File: config.mk
export PLATFORM = sky130hd
export DESIGN_NAME = fpba_cell
export DESIGN_NICKNAME = d
export VERILOG_FILES = /design/src/design/fpba_pkg.sv /design/src/design/fpba_cell.sv
export SDC_FILE = /design/constraint.sdc
export NUM_CORES = 1
export LEC_CHECK = 0
export ABC_CLOCK_PERIOD_IN_PS = 6800
export BUFFER_PORTS_ARGS = -buffer_cell sky130_fd_sc_hd__buf_4
export CAP_MARGIN = 25
export CELL_PAD_IN_SITES_DETAIL_PLACEMENT = 1
export CELL_PAD_IN_SITES_GLOBAL_PLACEMENT = 1
export CORE_ASPECT_RATIO = 0.75
export CORE_MARGIN = 2
export CORE_UTILIZATION = 29
export CTS_BUF_LIST = sky130_fd_sc_hd__clkbuf_8
export CTS_CLUSTER_DIAMETER = 150
export DETAILED_ROUTE_END_ITERATION = 8
export PLACE_DENSITY = 0.71
export RECOVER_POWER = 25
export SLEW_MARGIN = 10
export SYNTH_ARGS = -nofsm -noshare
export SYNTH_HDL_FRONTEND = slang
export SYNTH_SLANG_ARGS = --single-unit
export TNS_END_PERCENT = 10
File: constraint.sdc
create_clock -name clk -period 6.8 [get_ports clk]
set_input_delay 1.02 -clock clk [delete_from_list [all_inputs] [get_ports clk]]
set_output_delay 1.02 -clock clk [all_outputs]
set_load 0.02 [all_outputs]
File: src/design/fpba_pkg.sv
// Shared constants, types and helpers for the fit-policy block allocator.
package fpba_pkg;

    localparam int MAX_BLOCKS   = 64;
    localparam int HEADER_BYTES = 32;

    localparam int IDX_W  = (MAX_BLOCKS > 1) ? $clog2(MAX_BLOCKS) : 1;
    localparam int CNT_W  = $clog2(MAX_BLOCKS + 1);
    localparam int CMP_W  = (IDX_W > 6) ? IDX_W : 6;
    localparam int SIZE_W = 17;
    localparam int HEAP_W = 21;

    localparam logic CMD_ALLOC = 1'b0;
    localparam logic CMD_FREE  = 1'b1;

    localparam logic [1:0] ST_OK      = 2'd0;
    localparam logic [1:0] ST_ZERO    = 2'd1;
    localparam logic [1:0] ST_NOSPACE = 2'd2;
    localparam logic [1:0] ST_BADFREE = 2'd3;

    typedef enum logic [1:0] {
        POL_FIRST = 2'd0,
        POL_BEST  = 2'd1,
        POL_WORST = 2'd2
    } policy_t;

    typedef enum logic {
        S_IDLE = 1'b0,
        S_SCAN = 1'b1
    } state_t;

    typedef struct packed {
        logic        cmd;
        logic [15:0] req_size;
        logic [5:0]  block_index;
    } req_t;

    typedef struct packed {
        logic [1:0]  status;
        logic [5:0]  granted_index;
        logic        reused;
        logic [16:0] granted_size;
    } rsp_t;

    // Search token that walks the row of cells, one cell per cycle.
    typedef struct packed {
        logic              active;
        logic              cmd;
        logic [1:0]        policy;
        logic [SIZE_W-1:0] need;
        logic [5:0]        bidx;
        logic [CNT_W-1:0]  count;
        logic              found;
        logic [IDX_W-1:0]  pick_idx;
        logic [SIZE_W-1:0] pick_size;
    } scan_t;

    // Table update broadcast to all cells after a beat completes.
    typedef struct packed {
        logic              we;
        logic [IDX_W-1:0]  idx;
        logic              free_val;
        logic              set_size;
        logic [SIZE_W-1:0] size;
    } commit_t;

    function automatic logic [5:0] low_gidx(logic [IDX_W-1:0] i);
        logic [CMP_W-1:0] w;
        w = CMP_W'(i);
        return w[5:0];
    endfunction

endpackage

File: src/design/fpba_cell.sv
// One table entry of the allocator: stored size, free mark and one stage of the search.
module fpba_cell (
    input  logic                          clk,
    input  logic                          rst_n,
    input  logic [fpba_pkg::IDX_W-1:0]    cell_idx,
    input  fpba_pkg::scan_t               scan_in,
    output fpba_pkg::scan_t               scan_out,
    input  fpba_pkg::commit_t             commit
);
    import fpba_pkg::*;

    logic [SIZE_W-1:0] size_reg;
    logic              free_reg;
    logic              act_reg;
    scan_t             scan_reg;
    scan_t             scan_next;
    logic              in_use;
    logic              fits;
    logic              take;
    logic              hit;

    always_comb
    begin
        in_use = CNT_W'(cell_idx) < scan_in.count;
        fits   = in_use && free_reg && (size_reg >= scan_in.need);
        hit    = in_use && (CMP_W'(cell_idx) == CMP_W'(scan_in.bidx));
        case (scan_in.policy)
            POL_BEST:  take = fits && (!scan_in.found || size_reg < scan_in.pick_size);
            POL_WORST: take = fits && (!scan_in.found || size_reg > scan_in.pick_size);
            default:   take = fits && !scan_in.found;
        endcase

        scan_next = scan_in;
        if (scan_in.cmd == CMD_ALLOC)
        begin
            if (take)
            begin
                scan_next.found     = 1'b1;
                scan_next.pick_idx  = cell_idx;
                scan_next.pick_size = size_reg;
            end
        end
        else if (hit)
        begin
            // found marks a legal free: block in use
            scan_next.found    = !free_reg;
            scan_next.pick_idx = cell_idx;
        end
    end

    always_ff @(posedge clk or negedge rst_n)
    begin
        if (!rst_n)
            act_reg <= 1'b0;
        else
            act_reg <= scan_in.active;
    end

    always_ff @(posedge clk)
    begin
        scan_reg <= scan_next;
    end

    always_ff @(posedge clk)
    begin
        if (commit.we && (commit.idx == cell_idx))
        begin
            free_reg <= commit.free_val;
            if (commit.set_size)
                size_reg <= commit.size;
        end
    end

    always_comb
    begin
        scan_out        = scan_reg;
        scan_out.active = act_reg;
    end

endmodule

==> results_dict.tcl <==
set metrics [dict create \
    timing.max_slew.rel_slack 0.396 \
    period_needed_ns 2.99 \
    die_x_um 126 \
    final_layout_setup_total_negative_slack_ns 0 \
    grt_util_all_layers 0.151 \
    grt_first_pass_wirelength_um 14000 \
    detail_route.drc_violations 0 \
    critPathMaxFanout 6 \
    max_freq_mhz 334 \
    first_global_vias 2828 \
    crit_required_ns 7.04 \
    yosys.cell_count.top_type "sky130_fd_sc_hd__dfxtp_1" \
    design_power_total_mw 0.951 \
    ys.flop_type "sky130_fd_sc_hd__dfxtp_1" \
    cts_inserted_buffers 9 \
    highest_layer "met4" \
    cts_setup_buffers 0 \
    synth_edf_count 18 \
    reg2reg_depth 8 \
    die-area_um2 12100 \
    largest_register_ffs 57 \
    netlist-cell-type-count 36 \
    critical_path_arrival_ns 3.23 \
    rsz0062_at_grt "no" \
    clock_tree_from_tritoncts "yes" \
    clock_sink_count 76 \
    chipHeight_um 95.6 \
    power.share.switching 0.260 \
    power.share.sequential 0.514 \
    maximum_number_of_pins_on_one_net_before_global_route_repair 18 \
    design.portCount 150 \
    peak_ir_drop_on_the_vdd_network_v 0.0000853 \
    num-nets-final 560 \
    clkPwrFrac 0.312 \
    final_design_area_no_fill_um2 4620 \
    met3_length_um 865 \
    post-synth-top-area-fraction 0.351 \
    synthesis.area_per_instance_um2 12.0 \
    share_comb_of_total_power 0.173 \
    area_growth_pct 42.4 \
    synth.net_count 402 \
    synth_area_leaders "sky130_fd_sc_hd__dfxtp_1 35%, sky130_fd_sc_hd__edfxtp_1 17%, sky130_fd_sc_hd__ha_1 15%, sky130_fd_sc_hd__inv_1 5.3%, sky130_fd_sc_hd__mux2_4 4.6%" \
    detailroute.wirelength.met2_um 4200 \
    postCtsHoldBufs 0 \
    routedLengthMet1_um 3720 \
    synth-seq-area-share 0.526 \
    final_critical_path_share_of_the_clock_period 0.440 \
    net-switching-power_mw 0.247 \
    result_of_the_run "complete, no violations" \
    timing.final.max_slew_violations 0 \
    maxCapViolations 0 \
    dr_total_vias 2557 \
    antenna_found_initial 0 \
    floorplan.rows 33 \
    yosys.area.top_type "sky130_fd_sc_hd__dfxtp_1" \
    finalHoldViolCount 0 \
    startpoint_type "primary input" \
    vias_per_cell 4.46 \
    hpwl_detailed_um 7340 \
    placedInstanceArea_um2 4510 \
    initial_core_util 0.298 \
    cts_resized 0 \
    route.antenna.remaining_nets 0 \
    cts.clk_slew.worst_paths_ns 0.08 \
    p_int_mw 0.704 \
    buffer_ports.inserted 149 \
    finalWirelength_um 8870 \
    placeableCoreArea_um2 10900 \
    power_leakage_nw 2.29 \
    layout-drive-gt1-share 0.409 \
    drt_first_pass_iters 4 \
    clock_latency_ns 0.35 \
    routed_length_per_instance_um 15.5 \
    drt_iter0_markers 68 \
    async_reset_ff_frac 0.0132 \
    syn-cell-area_um2 3250 \
    worst-slew-pin-transition_ns 0.905 \
    antenna_cells_inserted 0 \
    synth.cells.most_frequent "57 x sky130_fd_sc_hd__dfxtp_1, 46 x sky130_fd_sc_hd__inv_1, 40 x sky130_fd_sc_hd__ha_1" \
    cts.path.max_buffers 2 \
    finish.utilization 0.424 \
    htreeDepth 3 \
    hp-class "primary input to async pin" \
    synth_seq_cells 76 \
    synthesis.instances 270 \
    gpl.final_weighted_congestion 0.758 \
    finClkSkew_ns 0.00814 \
    cp-end-kind "register" \
    globalRouteOverflowTotal 0 \
    finalSetupViolCount 0 \
    powerDensity_nw_per_um2 206 \
    root_buffer "sky130_fd_sc_hd__clkbuf_8" \
    ys.warnings.count 0 \
    setup_crit_path_kind "primary input to register" \
]
## per-stage QoR
step | hold slack [ns] | std cells | worst slack (ns)
2_1_floorplan | 0.427 | 270 | 3.85
3_3_place_gp | 0.447 | 557 | 3.47
3_5_place_dp | 0.456 | 557 | 3.42
4_1_cts | 0.405 | 573 | 3.78
5_1_grt | 0.422 | 573 | 3.56
6_report | 0.446 | 573 | 3.81
## cell usage in the layout, fill, tap and decap left out
master / count
sky130_fd_sc_hd__clkinv_2: 2
sky130_fd_sc_hd__nand4_1: 7
sky130_fd_sc_hd__a21oi_1: 16
sky130_fd_sc_hd__edfxtp_1: 18
sky130_fd_sc_hd__o21ai_0: 9
sky130_fd_sc_hd__dfxtp_1: 57
sky130_fd_sc_hd__nor3_1: 1
sky130_fd_sc_hd__mux2_4: 10
sky130_fd_sc_hd__a21o_1: 3
sky130_fd_sc_hd__and2_1: 1
sky130_fd_sc_hd__buf_4: 111
sky130_fd_sc_hd__nand2_4: 1
sky130_fd_sc_hd__o221ai_1: 1
sky130_fd_sc_hd__a21oi_4: 1
sky130_fd_sc_hd__clkbuf_8: 10
sky130_fd_sc_hd__or4_1: 1
sky130_fd_sc_hd__a211oi_2: 1
sky130_fd_sc_hd__dfrtp_1: 1
sky130_fd_sc_hd__inv_1: 50
sky130_fd_sc_hd__o21ai_1: 1
sky130_fd_sc_hd__nand3_1: 2
sky130_fd_sc_hd__xnor2_1: 6
sky130_fd_sc_hd__clkbuf_1: 14
sky130_fd_sc_hd__mux2_2: 13
sky130_fd_sc_hd__a31oi_1: 1
sky130_fd_sc_hd__a211oi_1: 4
sky130_fd_sc_hd__xor2_1: 6
sky130_fd_sc_hd__mux2i_2: 1
sky130_fd_sc_hd__o21ai_2: 1
sky130_fd_sc_hd__a21oi_2: 1
sky130_fd_sc_hd__nor4_2: 1
sky130_fd_sc_hd__nand2b_1: 2
sky130_fd_sc_hd__nor4_1: 1
sky130_fd_sc_hd__clkbuf_4: 24
sky130_fd_sc_hd__nand2_1: 7
sky130_fd_sc_hd__nor2_1: 4
sky130_fd_sc_hd__a211o_1: 1
sky130_fd_sc_hd__o21a_1: 2
sky130_fd_sc_hd__ha_1: 40
## worst max-delay path: stages
cell	delay (ns)
sky130_fd_sc_hd__buf_4	0.09
sky130_fd_sc_hd__inv_1	0.04
sky130_fd_sc_hd__ha_1	0.29
sky130_fd_sc_hd__nand4_1	0.21
sky130_fd_sc_hd__nor4_2	0.39
sky130_fd_sc_hd__nand2_1	0.09
sky130_fd_sc_hd__a31oi_1	0.22
sky130_fd_sc_hd__mux2i_2	0.14
sky130_fd_sc_hd__a21oi_2	0.37
sky130_fd_sc_hd__mux2_2	0.38
## layout make-up
type,instances,area [um^2]
Inverter,46,173
Multi-Input combinational cell,146,1340
Clock inverter,6,25.0
Tap cell,140,175
Clock buffer,10,138
Timing Repair Buffer,149,1070
Fill cell,1260,6280
Sequential cell,76,1710
## cell families after synthesis
logic type	after synthesis	share of synthesized area
flip-flops	76	0.526
buffers and inverters	48	0.0617
AO/OA/AOI/OAI	42	0.0825
adder cells (fa/ha/maj)	40	0.154
AND/OR/NAND/NOR	28	0.0482
multiplexers	24	0.0956
XOR/XNOR	12	0.0324
## routing by layer
metal / vias to the layer above / GRT usage
li1: 1248 / -
met4: 0 / 0.0412
met3: 9 / 0.0673
met1: 1193 / 0.173
met2: 107 / 0.260
met5: - / 0
## final timing paths
path / from / to / slack, ns
min reg2reg: free_reg / scan_out[23] / 0.46
max reg2reg: size_reg[15] / scan_out[17] / 4.12
min in group clk: free_reg / scan_out[23] / 0.46
max in group asynchronous: rst_n / act_reg / 6.27
min: rst_n / act_reg / 0.45
max: scan_in[15] / scan_out[17] / 3.81
## power groups by stage
stage | registers (mW) | logic, mW | clock network (mW)
after global placement | 0.499 | 0.166 | 0
after global routing | 0.492 | 0.181 | 0.330
after detailed placement | 0.500 | 0.171 | 0
after CTS | 0.490 | 0.172 | 0.312
final | 0.489 | 0.165 | 0.297
after floorplan | 0.525 | 0.0519 | 0
Note: power is estimated with default switching activity, not from simulation.
